<file path="src/rtl/mksd_pkg.sv">
// Shared types, keyword tables and compare function for the keyword stream detector.
`default_nettype none

package mksd_pkg;

    // Keyword table geometry
    localparam int unsigned KEY_COUNT  = 8;
    localparam int unsigned FLAG_COUNT = 5;
    localparam int unsigned MAX_LEN    = 18;
    localparam int unsigned CELL_COUNT = MAX_LEN - 1;
    localparam int unsigned POS_W      = $clog2(MAX_LEN);
    localparam int unsigned OUT_W      = 8;

    typedef logic [KEY_COUNT-1:0]  t_key_vec;
    typedef logic [FLAG_COUNT-1:0] t_flag_vec;

    // Per-cell control: advance the partial matches, or clear them at end of message
    typedef struct packed {
        logic adv;
        logic clr;
    } t_cell_ctl;

    // Keyword text, right-aligned: first character in the highest used byte
    localparam logic [MAX_LEN*8-1:0] KEY_TEXT [KEY_COUNT] = '{
        "geoip:",
        "geosite:",
        "\"localhost\"",
        "\"127.0.0.1\"",
        "\"balancers\"",
        "\"balancerTag\"",
        "\"observatory\"",
        "\"burstObservatory\""
    };

    localparam logic [POS_W-1:0] KEY_LEN [KEY_COUNT] = '{
        POS_W'(6), POS_W'(8), POS_W'(11), POS_W'(11),
        POS_W'(11), POS_W'(13), POS_W'(13), POS_W'(18)
    };

    // Result flag that each keyword sets
    localparam int unsigned KEY_BIT [KEY_COUNT] = '{0, 1, 2, 2, 3, 3, 4, 4};

    // ASCII case folding per keyword
    localparam logic KEY_FOLD [KEY_COUNT] = '{1'b1, 1'b1, 1'b1, 1'b1,
                                              1'b0, 1'b0, 1'b0, 1'b0};

    // Fold A-Z to a-z, pass everything else
    function automatic logic [7:0] fold_byte(input logic [7:0] c);
        if (c >= 8'h41 && c <= 8'h5A) begin
            return c + 8'h20;
        end
        return c;
    endfunction

    // For each keyword: does byte b equal the keyword character at position pos
    function automatic t_key_vec char_hit(input logic [POS_W-1:0] pos, input logic [7:0] b);
        t_key_vec   v;
        logic [7:0] c;
        int         sh;
        for (int k = 0; k < KEY_COUNT; k++) begin
            v[k] = 1'b0;
            if (pos < KEY_LEN[k]) begin
                sh = (int'(KEY_LEN[k]) - 1 - int'(pos)) * 8;
                c  = KEY_TEXT[k][sh +: 8];
                if (KEY_FOLD[k]) begin
                    v[k] = (fold_byte(b) == fold_byte(c));
                end else begin
                    v[k] = (b == c);
                end
            end
        end
        return v;
    endfunction

endpackage

`default_nettype wire

</file>
<file path="src/rtl/mksd_cell.sv">
// One cell of the match chain: holds partial keyword matches of one length.
`default_nettype none

module mksd_cell #(
    parameter int unsigned POS = 0
) (
    input  wire                  i_clk,
    input  wire                  i_rst_n,
    input  wire mksd_pkg::t_cell_ctl i_ctl,
    input  wire  [7:0]           i_byte,
    input  wire mksd_pkg::t_key_vec  i_in,
    output mksd_pkg::t_key_vec   o_ext
);

    // Prefix of length POS+1 matched, ending at the previous byte
    mksd_pkg::t_key_vec r_prefix;
    mksd_pkg::t_key_vec n_prefix;

    // Extend the held prefixes by the current byte
    assign o_ext = r_prefix & mksd_pkg::char_hit(mksd_pkg::POS_W'(POS + 1), i_byte);

    // Load from the left neighbor on advance, drop everything at end of message
    always_comb begin
        n_prefix = r_prefix;
        priority if (i_ctl.clr) begin
            n_prefix = '0;
        end else if (i_ctl.adv) begin
            n_prefix = i_in;
        end
    end

    always_ff @(posedge i_clk) begin
        if (!i_rst_n) begin
            r_prefix <= '0;
        end else begin
            r_prefix <= n_prefix;
        end
    end

endmodule

`default_nettype wire

</file>
<file path="src/rtl/mksd_out_skid.sv">
// Output register with one skid entry for the result stream.
`default_nettype none

module mksd_out_skid (
    input  wire                        i_clk,
    input  wire                        i_rst_n,
    input  wire                        i_valid,
    input  wire  [mksd_pkg::OUT_W-1:0] i_data,
    output logic                       o_ready,
    output logic                       o_valid,
    output logic [mksd_pkg::OUT_W-1:0] o_data,
    input  wire                        i_ready
);

    logic                       r_out_valid;
    logic [mksd_pkg::OUT_W-1:0] r_out_data;
    logic                       r_skid_valid;
    logic [mksd_pkg::OUT_W-1:0] r_skid_data;
    logic                       w_out_free;

    assign w_out_free = !r_out_valid || i_ready;
    assign o_ready    = !r_skid_valid;
    assign o_valid    = r_out_valid;
    assign o_data     = r_out_data;

    // Control: refill output from skid first, park a new item in skid when stalled
    always_ff @(posedge i_clk) begin
        if (!i_rst_n) begin
            r_out_valid  <= 1'b0;
            r_skid_valid <= 1'b0;
        end else if (w_out_free) begin
            r_out_valid  <= r_skid_valid || (i_valid && !r_skid_valid);
            r_skid_valid <= 1'b0;
        end else if (i_valid && !r_skid_valid) begin
            r_skid_valid <= 1'b1;
        end
    end

    // Payload
    always_ff @(posedge i_clk) begin
        if (w_out_free) begin
            if (r_skid_valid) begin
                r_out_data <= r_skid_data;
            end else if (i_valid) begin
                r_out_data <= i_data;
            end
        end else if (i_valid && !r_skid_valid) begin
            r_skid_data <= i_data;
        end
    end

endmodule

`default_nettype wire

</file>
<file path="src/rtl/multi_keyword_stream_detector_top.sv">
// Top level of the keyword stream detector: cell chain, sticky flags and result stage.
//
// Usage:
//   Input stream (i_s_*): one message byte per item in tdata[7:0], tlast on the
//   final byte of a message. Output stream (o_m_*): one item per message, sent
//   after its last byte, with five found flags in tdata[4:0].
//   Each cell of the chain holds partial keyword matches of one length and
//   passes them to its neighbor every accepted non-final byte, so all keywords (up to
//   18 bytes) are tracked in parallel.
//   Throughput: one byte per cycle while o_s_tready is high.
//   The last byte's result goes to the output register, or to the skid entry.
//   Reset clears the chain, the flags and the result stage; no clearing pass.
//   When the receiver stalls, bytes of the next message keep flowing; a
//   second finished result parks in the skid entry, and only then does
//   o_s_tready drop until the output drains.
`default_nettype none

module multi_keyword_stream_detector_top (
    input  wire        i_clk,
    input  wire        i_rst_n,
    input  wire        i_s_tvalid,
    output logic       o_s_tready,
    input  wire  [7:0] i_s_tdata,   // [7:0] data_byte
    input  wire        i_s_tlast,   // end_of_message
    output logic       o_m_tvalid,
    input  wire        i_m_tready,
    output logic [7:0] o_m_tdata    // [0] geoip_found, [1] geosite_found,
                                    // [2] localhost_found, [3] balancer_found,
                                    // [4] observatory_found, [7:5] zero
);

    localparam int unsigned NC = mksd_pkg::CELL_COUNT;

    logic                 w_in_fire;
    mksd_pkg::t_cell_ctl  w_ctl;
    mksd_pkg::t_key_vec   w_first;
    mksd_pkg::t_key_vec   w_ext [NC];
    mksd_pkg::t_flag_vec  w_hits;
    mksd_pkg::t_flag_vec  r_flags;
    mksd_pkg::t_flag_vec  n_flags;
    logic [mksd_pkg::OUT_W-1:0] w_result;

    assign w_in_fire = i_s_tvalid && o_s_tready;
    assign w_ctl.adv = w_in_fire && !i_s_tlast;
    assign w_ctl.clr = w_in_fire && i_s_tlast;

    // Single-byte prefixes feed the head of the chain
    assign w_first = mksd_pkg::char_hit('0, i_s_tdata);

    // Chain of match cells
    for (genvar j = 0; j < NC; j++) begin : g_cell
        mksd_cell #(
            .POS (j)
        ) u_cell (
            .i_clk   (i_clk),
            .i_rst_n (i_rst_n),
            .i_ctl   (w_ctl),
            .i_byte  (i_s_tdata),
            .i_in    ((j == 0) ? w_first : w_ext[(j == 0) ? 0 : j - 1]),
            .o_ext   (w_ext[j])
        );
    end

    // Collect full keyword matches ending at the current byte
    always_comb begin
        w_hits = '0;
        for (int k = 0; k < mksd_pkg::KEY_COUNT; k++) begin
            w_hits[mksd_pkg::KEY_BIT[k]] = w_hits[mksd_pkg::KEY_BIT[k]]
                | w_ext[int'(mksd_pkg::KEY_LEN[k]) - 2][k];
        end
    end

    // Sticky flags: accumulate, drop at end of message
    always_comb begin
        n_flags = r_flags;
        priority if (w_ctl.clr) begin
            n_flags = '0;
        end else if (w_ctl.adv) begin
            n_flags = r_flags | w_hits;
        end
    end

    always_ff @(posedge i_clk) begin
        if (!i_rst_n) begin
            r_flags <= '0;
        end else begin
            r_flags <= n_flags;
        end
    end

    assign w_result = {{(mksd_pkg::OUT_W - mksd_pkg::FLAG_COUNT){1'b0}}, r_flags | w_hits};

    // Result stage
    mksd_out_skid u_out (
        .i_clk   (i_clk),
        .i_rst_n (i_rst_n),
        .i_valid (w_ctl.clr),
        .i_data  (w_result),
        .o_ready (o_s_tready),
        .o_valid (o_m_tvalid),
        .o_data  (o_m_tdata),
        .i_ready (i_m_tready)
    );

`ifndef SYNTHESIS
    // Input is only stalled while a result waits at the output
    a_stall_has_result: assert property (@(posedge i_clk) disable iff (!i_rst_n)
        !o_s_tready |-> o_m_tvalid)
        else $error("input stalled with no pending result");

    // Flags start empty after each message end
    a_flags_cleared: assert property (@(posedge i_clk) disable iff (!i_rst_n)
        w_ctl.clr |=> (r_flags == '0))
        else $error("flags not cleared after message end");

    // A message end is always followed next cycle by a valid output (its own result or an older one)
    a_result_shown: assert property (@(posedge i_clk) disable iff (!i_rst_n)
        w_ctl.clr |=> o_m_tvalid)
        else $error("result missing after message end");

    // Flags never drop inside a message
    a_flags_sticky: assert property (@(posedge i_clk) disable iff (!i_rst_n)
        w_ctl.adv |=> ((r_flags & $past(r_flags)) == $past(r_flags)))
        else $error("sticky flag lost within message");
`endif

endmodule

`default_nettype wire
</file>
<file path="config.mk">
export PLATFORM = sky130hd
export DESIGN_NAME = multi_keyword_stream_detector_top
export DESIGN_NICKNAME = d
export VERILOG_FILES = /design/src/rtl/mksd_pkg.sv /design/src/rtl/mksd_cell.sv /design/src/rtl/mksd_out_skid.sv /design/src/rtl/multi_keyword_stream_detector_top.sv
export SDC_FILE = /design/constraint.sdc
export NUM_CORES = 1
export LEC_CHECK = 0
export ABC_AREA = 1
export BUFFER_PORTS_ARGS = -buffer_cell sky130_fd_sc_hd__buf_2
export CORE_ASPECT_RATIO = 0.6
export CORE_MARGIN = 2
export CORE_UTILIZATION = 51
export CTS_BUF_LIST = sky130_fd_sc_hd__clkbuf_8 sky130_fd_sc_hd__clkbuf_16
export DETAILED_ROUTE_END_ITERATION = 7
export PLACE_DENSITY = 0.72
export SETUP_SLACK_MARGIN = 0.15
export SLEW_MARGIN = 20
export SYNTH_ARGS = -nofsm -noshare
export SYNTH_HDL_FRONTEND = slang
export SYNTH_SLANG_ARGS = --single-unit
</file>
<file path="constraint.sdc">
create_clock -name i_clk -period 1.45 [get_ports i_clk]
set_input_delay 0.29 -clock i_clk [delete_from_list [all_inputs] [get_ports i_clk]]
set_output_delay 0.29 -clock i_clk [all_outputs]
set_load 0.005 [all_outputs]
</file>
==> results summary <==
The clock network burns 42.0% of the power. After layout, the worst setup slack is -0.0643 ns. The number of endpoints failing setup at the final stage is 8. The iteration count of the initial detailed-routing pass is 5. The number of cells on the worst reg-to-reg path is 9. The via count of the first global-routing pass came out at ~3,500. The number of distinct library cells after synthesis came out at 31. The tool flagged a number of max-cap violations equal to 0.

The floorplan step defined a die boundary enclosing 7910 µm². Among all flip-flop cells after synthesis, the most frequent one is dfxtp_1. Adding up every negative setup slack in the final design gives -0.304 ns. The number of rows in the core area came out at 23. The required time at the endpoint of the critical path came out at 1.72 ns.

The final route contains 3,926 vias. The worst setup path is captured at a register. Summed over all instances, the cell type with the most area after synthesis is dfxtp_1. The floorplan die width came out at 114 µm. The cell sitting at the root of the clock tree is a clkbuf_16. For this design the total switching power over the nets is 1.42 mW. The mean instance size in the synthesized netlist came out at slightly below 8 µm². Counting every sink on the clock net gives 84.

In this run the tool buffered the top-level ports with 19 buffer cells. The setup slack of the worst register-to-register path came out at -0.06 ns. In the final layout, the multi-input gates occupy around 2000 µm².

Ranked by total cell area, the synthesized netlist is headed by dfxtp_1 (40%), nand2_1 (10%), a21oi_1 (10%). The DRC violations left came out at 0. The number of buffers added to fix hold violations after cts is 0. The worst register-to-register path ends at g_cell[9].u_cell.r_prefix[4]. Summing every instance area after synthesis gives 3670 µm². The worst register-to-register path begins at u_out.r_skid_valid. Clock-pin slew was measured on the worst setup and hold paths at 0.06 ns. The clock network latency to the later pin of the worst-skew pair is approximately 0.34 ns.

The post-synthesis sequential area ratio is slightly below 50%. The diode insertion count for antenna repair came out at 0. The overflow left after global routing is 0.

Setup repair after global routing could not meet its margin everywhere. The largest stage delay on the critical path is 0.18 ns. The initial antenna violation count is 0. The most critical setup path has its endpoint at g_cell[5].u_cell.r_prefix[2]. The half-perimeter wire length after detailed placement is 6970 µm. Counting flops with a built-in enable in the synthesized netlist gives 10.

The final reports fail on negative setup slack. The area after detailed placement is approximately 4300 µm². The most common cell in the netlist is nand2_1. The power share of the sequential group came out at between 40% and 50%. The Yosys warning count is 0. The final max-slew violation count came out at 0.

The fraction of final layout cells with drive strength greater than 1 is 42.3%. The post-layout instance area is 5560 µm². Fill cells in the final layout number 393. The worst setup path is of the in -> reg kind. The residual antenna-violating net count after detailed routing is 0. The maximum fanout encountered on the critical timing path is 5. The cell family contributing the most delay on the critical path is simple AND/OR/NAND/NOR gates. The share of the synthesized area in the top cell type is 40.4%. The weighted congestion at the end of routability-driven global placement came out at between 0.9 and 1. The synthesized netlist cell count is between 400 and 500.

The fraction of registers with async set/reset came out at 0%. Based on the critical path, the design can be clocked at up to 660 MHz. The count of final hold-check violations is 0. The cell area power density is 989 nW/µm². In this run, synthesis produced a sequential element count of between 80 and 90. The number of buffers between clock root and the deepest sink is 2. The final net count is 593. The switching power as a share of total power is between 20% and 30%. The internal power contribution came out at 4.08 mW. The fraction of the cycle the final worst path needs came out at 104%. 23 I/O pins were placed. Tracing the worst setup path back leads to its startpoint at i_s_tdata[2]. The area of the core is 6820 µm². The commonest cells after synthesis are nand2_1 (101), dfxtp_1 (74), a21oi_1 (73).

The final wirelength came out at 12,500 µm. The combinational group share of total power came out at 14.2%. The data arrival time of the critical path came out at ~1.8 ns. The class of the tightest hold or removal check is in -> reg. The run finished, with violations left. The number of levels the H-tree was split into came out at 3. The maximum number of pins on one net before global-route repair is 40. Dividing the detail-routed wire length by the instance count gives 18.7 µm. The total power is 5.50 mW.

On the critical path, the stage with the largest delay is an instance of nor2_4. TritonCTS built the clock tree. The critical path runs through a total of 13 cells.

The via count normalized by instance count came out at approximately 5.9. The total routing resource utilization after global routing is ~28%. The die outline height is 69.7 µm. The number of DRC markers in iteration 0 came out at 354. The clock period minus final worst setup slack is 1.51 ns.

The worst path buffer plus inverter count came out at 4. The maximum VDD drop came out at ~0.86 mV. STA classifies the critical path startpoint as an input port. The TritonCTS buffer count is 9.

Summing all flip-flop and latch instances after layout gives 1780 µm². The effective utilization at floorplan came out at 53.8%. The setup clock skew after layout is 0.0115 ns. The wire length of the first global-routing pass is 17,300 µm.

For this design the static power due to leakage is about 2.1 nW. The area added between synthesis and finish is 51.5%. The signal on the critical path passes through buf_8 -> clkinvlp_4 -> nand2_4 -> nor2_4 -> nand2_2 -> nand2_4 -> nand3b_1 -> nand2_2 -> nor2_4 -> buf_6 -> buf_16 -> nand4_1 -> a21oi_2.
==> cell families (layout without fill, tap and decap cells) <==
group                      after synthesis  in the layout  share of synthesized area (%)
AOI/OAI and AO/OA                      102            102                           14.8
DFF                                     84             84                           48.5
other                                    1              3                          0.102
adders and majority gates                1              1                          0.341
and+or+nand+nor                        218            218                           28.3
buffers and inverters                   65            176                           7.94
==> routing by layer <==
metal  vias to the layer above  track usage (%)  share of wire [%]
li1                       1799                -                  -
met1                      1868             40.2                 43
met2                       224             42.4                 45
met3                        35             6.47                9.2
met4                         0             7.45                2.6
met5                         -                0                  0
==> final cells by class <==
class | count | area share, %
inverter | 39 | 3.24
multi-input combinational | 324 | 35.8
timing repair buffer | 121 | 21.6
clock inverter | 7 | 1.31
sequential | 84 | 32.1
tap | 87 | 1.96
clock buffer | 9 | 4.05
==> layout by cell type, fill, tap and decap left out, types with 2 or more instances in the layout <==
cell type / n
nor2_1: 18
buf_8: 5
a21oi_1: 56
a211oi_2: 2
buf_6: 22
nor2_2: 10
buf_12: 8
nor3b_1: 2
inv_1: 23
buf_4: 70
a21oi_4: 3
nand3_1: 13
inv_4: 4
nand2_4: 11
inv_2: 9
nand2_1: 82
edfxtp_1: 10
nor3_4: 2
nand3_2: 9
a21oi_2: 17
inv_6: 4
clkbuf_16: 12
buf_2: 11
nor3_2: 2
nor3_1: 3
nand4_1: 32
nor2_4: 16
o21ai_0: 16
nand2_2: 13
conb_1: 3
o21ai_2: 4
o21ai_1: 3
dfxtp_1: 73
clkinv_2: 2
==> power groups by stage <==
stage | registers (mW) | clock network [mW] | logic, mW
finish | 2.41 | 2.31 | 0.782
global route | 2.41 | 2.42 | 0.813
CTS | 2.40 | 2.31 | 0.604
detailed placement | 2.45 | 0 | 0.479
global placement | 2.45 | 0 | 0.470
floorplan | 2.45 | 0 | 0.280
==> state kept, by name, indices dropped and copies added (netlist names) <==
name and count:
g_cell.u_cell.r_prefix 67, r_flags 5, u_out.o_data 5, u_out.r_skid_data 5, u_out.o_valid 1, u_out.r_skid_valid 1
==> metrics by stage <==
stage,cells,setup slack (ns),utilization (%),hold WS (ns)
6_report,671,-0.0643,81.5,0.293
3_5_place_dp,616,-0.394,63.5,0.447
2_1_floorplan,473,-0.0401,-,0.422
3_3_place_gp,616,-0.333,63.5,0.443
4_1_cts,659,0.0125,74.3,0.214
5_1_grt,671,-0.135,81.5,0.296
==> worst min path at each step <==
stage	from	end	slack [ns]	cells past startpoint
final	i_m_tready	u_out.r_skid_valid	0.29	4
after global routing	i_rst_n	u_out.o_valid	0.30	3
after CTS	i_rst_n	u_out.r_skid_valid	0.21	3
after detailed placement	g_cell[9].u_cell.r_prefix[2]	g_cell[9].u_cell.r_prefix[2]	0.45	2
after global placement	r_flags[4]	r_flags[4]	0.44	2
after floorplan	i_rst_n	u_out.o_valid	0.42	2
==> worst min-delay path, stage by stage <==
cell and delay (ns):
buf_2 0.09, nor2_2 0.05, inv_1 0.09, nor3_1 0.07
==> repair_timing <==
action | CTS | global route
gates resized for setup | 59 | 100
pin swaps | 39 | 48
hold endpoints to repair | 0 | 0
buffers inserted | 25 | 7
cloned | 2 | 5
endpoints found under the setup margin | 65 | 84
Note: power is estimated with default switching activity, not from simulation.
